### config.mk
export PLATFORM = sky130hd
export DESIGN_NAME = boxcar_leaky_pulse_shaper
export DESIGN_NICKNAME = d
export VERILOG_FILES = /design/src/hw/rtl/blps_pkg.sv /design/src/hw/rtl/blps_window.sv /design/src/hw/rtl/blps_shaper.sv /design/src/hw/rtl/boxcar_leaky_pulse_shaper.sv
export SDC_FILE = /design/constraint.sdc
export NUM_CORES = 2
export LEC_CHECK = 0
export BUFFER_PORTS_ARGS = -buffer_cell sky130_fd_sc_hd__buf_2
export CORE_ASPECT_RATIO = 2
export CORE_UTILIZATION = 35
export CTS_CLUSTER_SIZE = 8
export DETAILED_ROUTE_END_ITERATION = 10
export PLACE_DENSITY = 0.61
export SETUP_SLACK_MARGIN = 0.02
export SLEW_MARGIN = 20
export SYNTH_ARGS = -nofsm -noshare
export SYNTH_HDL_FRONTEND = slang
export SYNTH_SLANG_ARGS = --single-unit
### constraint.sdc
create_clock -name clk_i -period 9.9 [get_ports clk_i]
set_input_delay 1.98 -clock clk_i [delete_from_list [all_inputs] [get_ports clk_i]]
set_output_delay 1.98 -clock clk_i [all_outputs]
set_load 0.05 [all_outputs]
### src/hw/rtl/blps_pkg.sv
// shared constants and types for the boxcar leaky pulse shaper
`default_nettype none

package blps_pkg;

  localparam int WINDOW_MAX_DEF  = 64;
  localparam int SAMPLE_BITS_DEF = 16;

  localparam int WLEN_W     = 7;
  localparam int INV_W      = 17;
  localparam int DECAY_W    = 16;
  localparam int OUT_W      = 40;
  localparam int CFG_DATA_W = 17;
  localparam int CFG_IDX_W  = 2;

  localparam logic [OUT_W-1:0] OUT_MAX = '1;

  localparam logic [CFG_IDX_W-1:0] CFG_WINDOW_LENGTH = 2'd0;
  localparam logic [CFG_IDX_W-1:0] CFG_INV_WINDOW    = 2'd1;
  localparam logic [CFG_IDX_W-1:0] CFG_DECAY_FACTOR  = 2'd2;

  localparam logic [WLEN_W-1:0]  WLEN_RST  = 7'd1;
  localparam logic [INV_W-1:0]   INV_RST   = 17'd65536;
  localparam logic [DECAY_W-1:0] DECAY_RST = 16'd0;

  typedef struct packed {
    logic load;   // word accepted into the input stage
    logic pop;    // input stage moves to the result register
    logic clear;  // window length rewritten
  } win_ctrl_t;

endpackage

`default_nettype wire

### src/hw/rtl/blps_window.sv
// circular sample window with valid bits, read bypass and running sum
`default_nettype none

module blps_window import blps_pkg::*; #(
  parameter int WINDOW_MAX  = WINDOW_MAX_DEF,
  parameter int SAMPLE_BITS = SAMPLE_BITS_DEF,
  localparam int LEN_W = $clog2(WINDOW_MAX + 1),
  localparam int SUM_W = SAMPLE_BITS + $clog2(WINDOW_MAX)
) (
  input  wire logic                   clk_i,
  input  wire logic                   rst_ni,
  input  wire win_ctrl_t              ctrl_i,
  input  wire logic [LEN_W-1:0]       len_i,
  input  wire logic [SAMPLE_BITS-1:0] sample_i,
  output logic      [SUM_W-1:0]       sum_o
);

  localparam int SLOT_W = (WINDOW_MAX > 1) ? $clog2(WINDOW_MAX) : 1;

  logic [SAMPLE_BITS-1:0] mem [WINDOW_MAX];
  logic [SAMPLE_BITS-1:0] mem_rd_q;
  logic [SAMPLE_BITS-1:0] smp_q;
  logic [SAMPLE_BITS-1:0] byp_val_q;
  logic [SAMPLE_BITS-1:0] old_smp;
  logic [SLOT_W-1:0]      slot_q;
  logic [SLOT_W-1:0]      wr_slot_q;
  logic [SLOT_W-1:0]      cur_slot;
  logic [SLOT_W-1:0]      nxt_slot;
  logic [WINDOW_MAX-1:0]  vld_q;
  logic                   byp_q;
  logic                   hit_q;
  logic [SUM_W-1:0]       sum_q;

  always_comb begin
    cur_slot = (LEN_W'(slot_q) >= len_i) ? '0 : slot_q;
    nxt_slot = ((LEN_W'(cur_slot) + LEN_W'(1)) >= len_i) ? '0 : cur_slot + SLOT_W'(1);
  end

  // slot leaving the window: just written by the word ahead, never written, or from memory
  assign old_smp = byp_q ? byp_val_q : (hit_q ? mem_rd_q : '0);
  assign sum_o   = sum_q - SUM_W'(old_smp) + SUM_W'(smp_q);

  always_ff @(posedge clk_i) begin
    if (ctrl_i.pop) begin
      mem[wr_slot_q] <= smp_q;
    end
    if (ctrl_i.load) begin
      mem_rd_q  <= mem[cur_slot];
      smp_q     <= sample_i;
      wr_slot_q <= cur_slot;
      byp_val_q <= smp_q;
    end
  end

  always_ff @(posedge clk_i or negedge rst_ni) begin
    if (!rst_ni) begin
      slot_q <= '0;
      sum_q  <= '0;
      vld_q  <= '0;
      byp_q  <= 1'b0;
      hit_q  <= 1'b0;
    end else if (ctrl_i.clear) begin
      slot_q <= '0;
      sum_q  <= '0;
      vld_q  <= '0;
    end else begin
      if (ctrl_i.load) begin
        slot_q <= nxt_slot;
        byp_q  <= ctrl_i.pop && (wr_slot_q == cur_slot);
        hit_q  <= vld_q[cur_slot];
      end
      if (ctrl_i.pop) begin
        sum_q            <= sum_o;
        vld_q[wr_slot_q] <= 1'b1;
      end
    end
  end

endmodule

`default_nettype wire

### src/hw/rtl/blps_shaper.sv
// leaky integrator: decayed previous output plus window mean, saturating
`default_nettype none

module blps_shaper import blps_pkg::*; #(
  parameter int SUM_W = 22
) (
  input  wire logic               clk_i,
  input  wire logic               rst_ni,
  input  wire logic               pop_i,
  input  wire logic [SUM_W-1:0]   sum_i,
  input  wire logic [INV_W-1:0]   inv_i,
  input  wire logic [DECAY_W-1:0] decay_i,
  output logic      [OUT_W-1:0]   shaped_o
);

  localparam int MEAN_W = SUM_W + INV_W;
  localparam int TOT_W  = ((MEAN_W > OUT_W) ? MEAN_W : OUT_W) + 1;

  logic [OUT_W+DECAY_W-1:0] prod;
  logic [OUT_W-1:0]         decayed;
  logic [MEAN_W-1:0]        mean;
  logic [TOT_W-1:0]         total;
  logic [OUT_W-1:0]         last_d;
  logic [OUT_W-1:0]         last_q;

  always_comb begin
    prod    = (OUT_W + DECAY_W)'(last_q) * (OUT_W + DECAY_W)'(decay_i);
    decayed = prod[OUT_W+DECAY_W-1:DECAY_W];
    mean    = MEAN_W'(sum_i) * MEAN_W'(inv_i);
    total   = TOT_W'(decayed) + TOT_W'(mean);
    last_d  = (total > TOT_W'(OUT_MAX)) ? OUT_MAX : total[OUT_W-1:0];
  end

  always_ff @(posedge clk_i or negedge rst_ni) begin
    if (!rst_ni) begin
      last_q <= '0;
    end else if (pop_i) begin
      last_q <= last_d;
    end
  end

  assign shaped_o = last_q;

endmodule

`default_nettype wire

### src/hw/rtl/boxcar_leaky_pulse_shaper.sv
// Boxcar-plus-leaky-integrator pulse shaper. Takes one sample word per clock while the output
// is not stalled, and presents one shaped word per sample through the input stage and then the
// result register. The rate of one word per cycle is kept by the window memory read with write
// bypass and by the feedback of the previous output through the decay multiply; out_ready_i low
// with a full result register holds the flow.
// shaped = floor(prev * decay_factor / 2^16) + window_sum * inv_window, saturating at 2^40-1.
// Writing window_length empties the window (the previous output is kept); inv_window must be
// kept consistent with it by software. Configure only while idle.
`default_nettype none

module boxcar_leaky_pulse_shaper import blps_pkg::*; #(
  parameter int WINDOW_MAX  = WINDOW_MAX_DEF,
  parameter int SAMPLE_BITS = SAMPLE_BITS_DEF
) (
  input  wire logic                   clk_i,
  input  wire logic                   rst_ni,
  input  wire logic                   cfg_we_i,
  input  wire logic [CFG_IDX_W-1:0]   cfg_index_i,
  input  wire logic [CFG_DATA_W-1:0]  cfg_data_i,
  input  wire logic                   in_valid_i,
  output logic                        in_ready_o,
  input  wire logic [SAMPLE_BITS-1:0] sample_i,
  output logic                        out_valid_o,
  input  wire logic                   out_ready_i,
  output logic      [OUT_W-1:0]       shaped_o
);

  localparam int LEN_W = $clog2(WINDOW_MAX + 1);
  localparam int SUM_W = SAMPLE_BITS + $clog2(WINDOW_MAX);

  logic [WLEN_W-1:0]  wlen_q;
  logic [INV_W-1:0]   inv_q;
  logic [DECAY_W-1:0] decay_q;
  logic [LEN_W-1:0]   len;
  logic               a_valid_q;
  logic               out_valid_q;
  logic               pop;
  logic               load;
  win_ctrl_t          wctrl;
  logic [SUM_W-1:0]   sum_next;

  always_comb begin
    priority if (wlen_q == '0) begin
      len = LEN_W'(1);
    end else if (32'(wlen_q) > 32'(WINDOW_MAX)) begin
      len = LEN_W'(WINDOW_MAX);
    end else begin
      len = LEN_W'(wlen_q);
    end
  end

  assign pop         = a_valid_q && (!out_valid_q || out_ready_i);
  assign in_ready_o  = !a_valid_q || pop;
  assign load        = in_valid_i && in_ready_o;
  assign out_valid_o = out_valid_q;

  assign wctrl.load  = load;
  assign wctrl.pop   = pop;
  assign wctrl.clear = cfg_we_i && (cfg_index_i == CFG_WINDOW_LENGTH);

  always_ff @(posedge clk_i or negedge rst_ni) begin
    if (!rst_ni) begin
      wlen_q      <= WLEN_RST;
      inv_q       <= INV_RST;
      decay_q     <= DECAY_RST;
      a_valid_q   <= 1'b0;
      out_valid_q <= 1'b0;
    end else begin
      if (cfg_we_i) begin
        unique case (cfg_index_i)
          CFG_WINDOW_LENGTH: wlen_q  <= cfg_data_i[WLEN_W-1:0];
          CFG_INV_WINDOW:    inv_q   <= cfg_data_i[INV_W-1:0];
          CFG_DECAY_FACTOR:  decay_q <= cfg_data_i[DECAY_W-1:0];
          default: ;
        endcase
      end
      if (load) begin
        a_valid_q <= 1'b1;
      end else if (pop) begin
        a_valid_q <= 1'b0;
      end
      if (pop) begin
        out_valid_q <= 1'b1;
      end else if (out_ready_i) begin
        out_valid_q <= 1'b0;
      end
    end
  end

  blps_window #(
    .WINDOW_MAX  (WINDOW_MAX),
    .SAMPLE_BITS (SAMPLE_BITS)
  ) u_window (
    .clk_i    (clk_i),
    .rst_ni   (rst_ni),
    .ctrl_i   (wctrl),
    .len_i    (len),
    .sample_i (sample_i),
    .sum_o    (sum_next)
  );

  blps_shaper #(
    .SUM_W (SUM_W)
  ) u_shaper (
    .clk_i    (clk_i),
    .rst_ni   (rst_ni),
    .pop_i    (pop),
    .sum_i    (sum_next),
    .inv_i    (inv_q),
    .decay_i  (decay_q),
    .shaped_o (shaped_o)
  );

  // a new result only ever comes from a word sitting in the input stage
  a_rise_src: assert property (@(posedge clk_i) disable iff (!rst_ni)
    $rose(out_valid_q) |-> $past(a_valid_q))
    else $error("result appeared without a word in the input stage");

  // a word in the input stage with a free result register moves on
  a_progress: assert property (@(posedge clk_i) disable iff (!rst_ni)
    a_valid_q && !out_valid_q |=> out_valid_q)
    else $error("input stage did not advance into empty result register");

  // full pipe with a stalled output must not take another word
  a_no_overrun: assert property (@(posedge clk_i) disable iff (!rst_ni)
    a_valid_q && out_valid_q && !out_ready_i |-> !in_ready_o)
    else $error("input accepted while pipeline full and stalled");

endmodule

`default_nettype wire
==> run summary <==
FLOORPLANNING
--------------------------------------------------------------------------------------
Initial cell density of the core ........................................        35.3%
Core Footprint ..........................................................   236000 um2
I/O pin total ...........................................................           82
Die Ht ..................................................................       692 um
Cell row count ..........................................................          252
Area enclosed by the die boundary .......................................   240000 um2
Die Span X ..............................................................       347 um

SYNTHESIS
--------------------------------------------------------------------------------------
Biggest area consumer among synthesized cells ........................... sky130_fd_sc_hd__edfxtp_1
Post-synthesis sequential element count .................................         1254
Top-area cell type share of the netlist area ............................        38.9%
Leading post-synthesis cells by cell area ............................... sky130_fd_sc_hd__edfxtp_1 (39%), sky130_fd_sc_hd__fa_1 (21%), sky130_fd_sc_hd__dfrtp_1 (5.2%)
Count of warnings emitted by yosys ......................................            0
Number of nets produced by synthesis ....................................         8549
Post-synth EDFFs ........................................................         1078
FFs w/ async S/R, synth .................................................        14.0%
Syn avg cell area .......................................................     11.3 um2
Most common cell in the netlist ......................................... sky130_fd_sc_hd__nand2_1
Portion of the post-synthesis area used by sequential elements ..........        44.2%
Commonest cells in the synthesized netlist .............................. sky130_fd_sc_hd__nand2_1 (1101), sky130_fd_sc_hd__edfxtp_1 (1078), sky130_fd_sc_hd__inv_1 (997), sky130_fd_sc_hd__fa_1 (883), sky130_fd_sc_hd__clkbuf_1 (372)
Most used flip-flop cell after synthesis ................................ sky130_fd_sc_hd__edfxtp_1
Post-Synthesis Cells ....................................................         7352
Count of unique library cells instantiated by Yosys .....................           86
Synth Cell Area .........................................................    83200 um2

STA
--------------------------------------------------------------------------------------
Final number of setup-violating endpoints ...............................           40
Transition time at the pin with the least slew margin ...................      1.12 ns
Ratio of final minimum period to clock period ...........................         114%
Max-slew violation count ................................................            0
Worst-case setup margin in the final layout .............................     -1.36 ns
Count of final hold-check violations ....................................            0
Unrepaired setup endpoints after global routing .........................         true
Worst setup skew after layout ...........................................     0.120 ns
Worst relative slew slack ...............................................        25.1%
Max Clock Freq ..........................................................     88.8 MHz
Minimum clock period ....................................................     11.26 ns

FINAL LAYOUT
--------------------------------------------------------------------------------------
Fill count ..............................................................        22100
Fraction of the core area covered by cells at the end of the flow .......        40.9%
Layout overhead on the synthesized area .................................        16.0%
Final Net Count .........................................................         8981
Share of cells above drive strength 1 ...................................        15.5%

PLACED DESIGN
--------------------------------------------------------------------------------------
DP HPWL .................................................................    178000 um
I/O Buffers .............................................................           81
Weighted congestion reported at the end of routability-driven placement .        0.906

WORST HOLD PATH
--------------------------------------------------------------------------------------
Hold Crit Class .........................................................   reg -> reg

CRITICAL PATH
--------------------------------------------------------------------------------------
Biggest fanout along the worst timing path ..............................           11
Capturing element type of the critical path .............................         flop
CP Data Required Time ...................................................     10.52 ns
Dominant cell type by count on the critical path ........................ sky130_fd_sc_hd__fa_1
Crit Path Class .........................................................   reg -> reg
Arrival @ worst endpoint ................................................     11.88 ns
Delay of the slowest critical-path stage ................................      0.60 ns
Worst Setup Start Kind ..................................................         flop
Cell with the largest stage delay on the worst path ..................... sky130_fd_sc_hd__fa_2

GRT
--------------------------------------------------------------------------------------
Global-route congestion overflow total ..................................            0
First-pass GRT wire length ..............................................    374000 um
Total routing usage reported by global routing ..........................        20.6%
Maximum number of pins on one net before global-route repair ............          168
Vias in the first global route ..........................................        62400
Number of antenna violations at the first check in global routing .......            6

CTS
--------------------------------------------------------------------------------------
Max H-tree Level ........................................................            4
Master cell of the clock root buffer .................................... sky130_fd_sc_hd__clkbuf_16
TritonCTS buffer count ..................................................          185
Number of buffers on the longest clock path .............................            4
Clock transition at the registers of the reported paths .................      0.06 ns
Latest clock arrival within the worst-skew pair .........................      0.85 ns
TritonCTS clock tree ....................................................         done
Sink count of the clock tree ............................................         1254
CTS Hold Buffers Added ..................................................            0

JOB
--------------------------------------------------------------------------------------
Max capacitance violation total .........................................            0

RUN STATUS
--------------------------------------------------------------------------------------
Run status .............................................................. finished with violations
Violations in the final reports ......................................... setup timing

ROUTING
--------------------------------------------------------------------------------------
Final routed DRC violation total ........................................            0
Drt first pass iters ....................................................            5
Number of antenna-violating nets in the routed design ...................            0
Detailed router's first-iteration violation count .......................         3520
Total via count after detailed routing ..................................        56900
Vias per std cell .......................................................         5.21
Total length of routed wires ............................................    245000 um
WL/cell .................................................................      22.5 um

cells in the final DEF, fill, tap and decap left out, types with 9 or more instances in the layout:
cell	instances
sky130_fd_sc_hd__a21oi_1	230
sky130_fd_sc_hd__inv_1	987
sky130_fd_sc_hd__nand2b_1	9
sky130_fd_sc_hd__ha_4	20
sky130_fd_sc_hd__edfxtp_1	1078
sky130_fd_sc_hd__xor2_1	39
sky130_fd_sc_hd__buf_2	80
sky130_fd_sc_hd__or3_1	9
sky130_fd_sc_hd__a211oi_1	11
sky130_fd_sc_hd__a31oi_2	29
sky130_fd_sc_hd__a22o_1	20
sky130_fd_sc_hd__o21ai_0	233
sky130_fd_sc_hd__o21a_1	19
sky130_fd_sc_hd__clkbuf_16	186
sky130_fd_sc_hd__fa_1	875
sky130_fd_sc_hd__buf_12	35
sky130_fd_sc_hd__a31oi_1	146
sky130_fd_sc_hd__nor2_1	308
sky130_fd_sc_hd__clkbuf_1	72
sky130_fd_sc_hd__inv_2	11
sky130_fd_sc_hd__dfrtp_2	35
sky130_fd_sc_hd__a21o_1	43
sky130_fd_sc_hd__buf_6	18
sky130_fd_sc_hd__dfrtp_1	138
sky130_fd_sc_hd__o211ai_1	139
sky130_fd_sc_hd__o21bai_1	13
sky130_fd_sc_hd__nand3b_1	9
sky130_fd_sc_hd__nor3_1	146
sky130_fd_sc_hd__mux2i_1	134
sky130_fd_sc_hd__buf_4	528
sky130_fd_sc_hd__mux2_2	161
sky130_fd_sc_hd__a21oi_2	13
sky130_fd_sc_hd__and2_1	307
sky130_fd_sc_hd__xnor2_1	60
sky130_fd_sc_hd__nand3_1	152
sky130_fd_sc_hd__ha_1	252
sky130_fd_sc_hd__nand2_1	1094
sky130_fd_sc_hd__nand4_1	42
sky130_fd_sc_hd__nor2b_1	12
logic make-up after synthesis:
group,synth area share (%)
fa+ha+maj,25.4
simple gates,11.4
flops,44.2
mux,3.82
xor+xnor,1.11
buf+inv,6.54
compound gates,7.57
final cells by class:
type / instances / area [um2] / share of cell area [%]
antenna: 2 / 5.00 / 0.00518
clock buffer: 258 / 4910 / 5.09
clock inverter: 10 / 161 / 0.167
inverter: 1002 / 3780 / 3.91
multi-input combinational: 4671 / 41600 / 43.1
sequential: 1254 / 36800 / 38.1
tap: 3048 / 3810 / 3.95
timing repair buffer: 670 / 5440 / 5.63
worst max-delay path, delay by kind of cell, from the launching register on:
family                     cells  cell delay, ns
adders and majority gates     13            6.15
buffers and inverters         16            1.78
and+or+nand+nor                5            1.13
AOI/OAI and AO/OA              8            0.99
xor gates and xnor gates       3            0.59
DFF                            1            0.41
per-stage QoR:
| step | TNS (ns) | hold WS, ns | std cells | setup slack [ns] | cell area, um2 |
|---|---|---|---|---|---|
| floorplan | -24.11 | 0.439 | 7352 | -0.622 | 83800 |
| global placement | -70.24 | 0.455 | 10600 | -1.80 | 90600 |
| detailed placement | -74.25 | 0.451 | 10600 | -1.91 | 90600 |
| CTS | -57.57 | 0.465 | 10900 | -1.51 | 96400 |
| global route | -70.43 | 0.504 | 10900 | -1.82 | 96600 |
| finish | -52.14 | 0.465 | 10900 | -1.36 | 96600 |
timing repair:
action                     in CTS  in global routing
pin swaps                      65                 20
setup endpoints to repair      40                 40
buffers inserted               30                  8
resized for setup              83                 21
gates cloned                    3                  1
final timing paths:
| kind | startpoint | to | slack, ns | cells past startpoint |
|---|---|---|---|---|
| max | decay_q[12]$_DFFE_PN0P_ | u_shaper.shaped_o[20]$_DFFE_PN0P_ | -1.36 | 45 |
| min | wlen_q[0]$_DFFE_PN1P_ | wlen_q[0]$_DFFE_PN1P_ | 0.46 | 2 |
| max reg2reg | decay_q[12]$_DFFE_PN0P_ | u_shaper.shaped_o[20]$_DFFE_PN0P_ | -1.36 | 45 |
| min reg2reg | wlen_q[0]$_DFFE_PN1P_ | wlen_q[0]$_DFFE_PN1P_ | 0.46 | 2 |
| max in group asynchronous | rst_ni | u_window.slot_q[0]$_DFFE_PN0P_ | 7.13 | 2 |
| min in group asynchronous | rst_ni | u_window.sum_q[20]$_DFFE_PN0P_ | 1.18 | 1 |
sequential cells by signal (all words and copies together) (netlist names):
name / flops
u_window.mem: 1024
u_window.vld_q: 64
u_shaper.shaped_o: 40
u_window.sum_q: 22
inv_q: 17
decay_q: 16
u_window.byp_val_q: 16
u_window.mem_rd_q: 16
u_window.smp_q: 16
wlen_q: 7
u_window.slot_q: 6
u_window.wr_slot_q: 6
a_valid_q: 1
out_valid_o: 1
u_window.byp_q: 1
u_window.hit_q: 1
per-layer routing:
layer,wire (um),global-route usage [%],vias to the layer above
li1,-,-,25200
met1,82300,20.5,29300
met2,137000,40.1,1689
met3,9050,1.92,606
met4,17400,13.3,2
met5,13,0,-
Power is left out: the tool's default activity adds up to more than one toggle a clock period on the data nets, which glitch-free logic cannot reach.
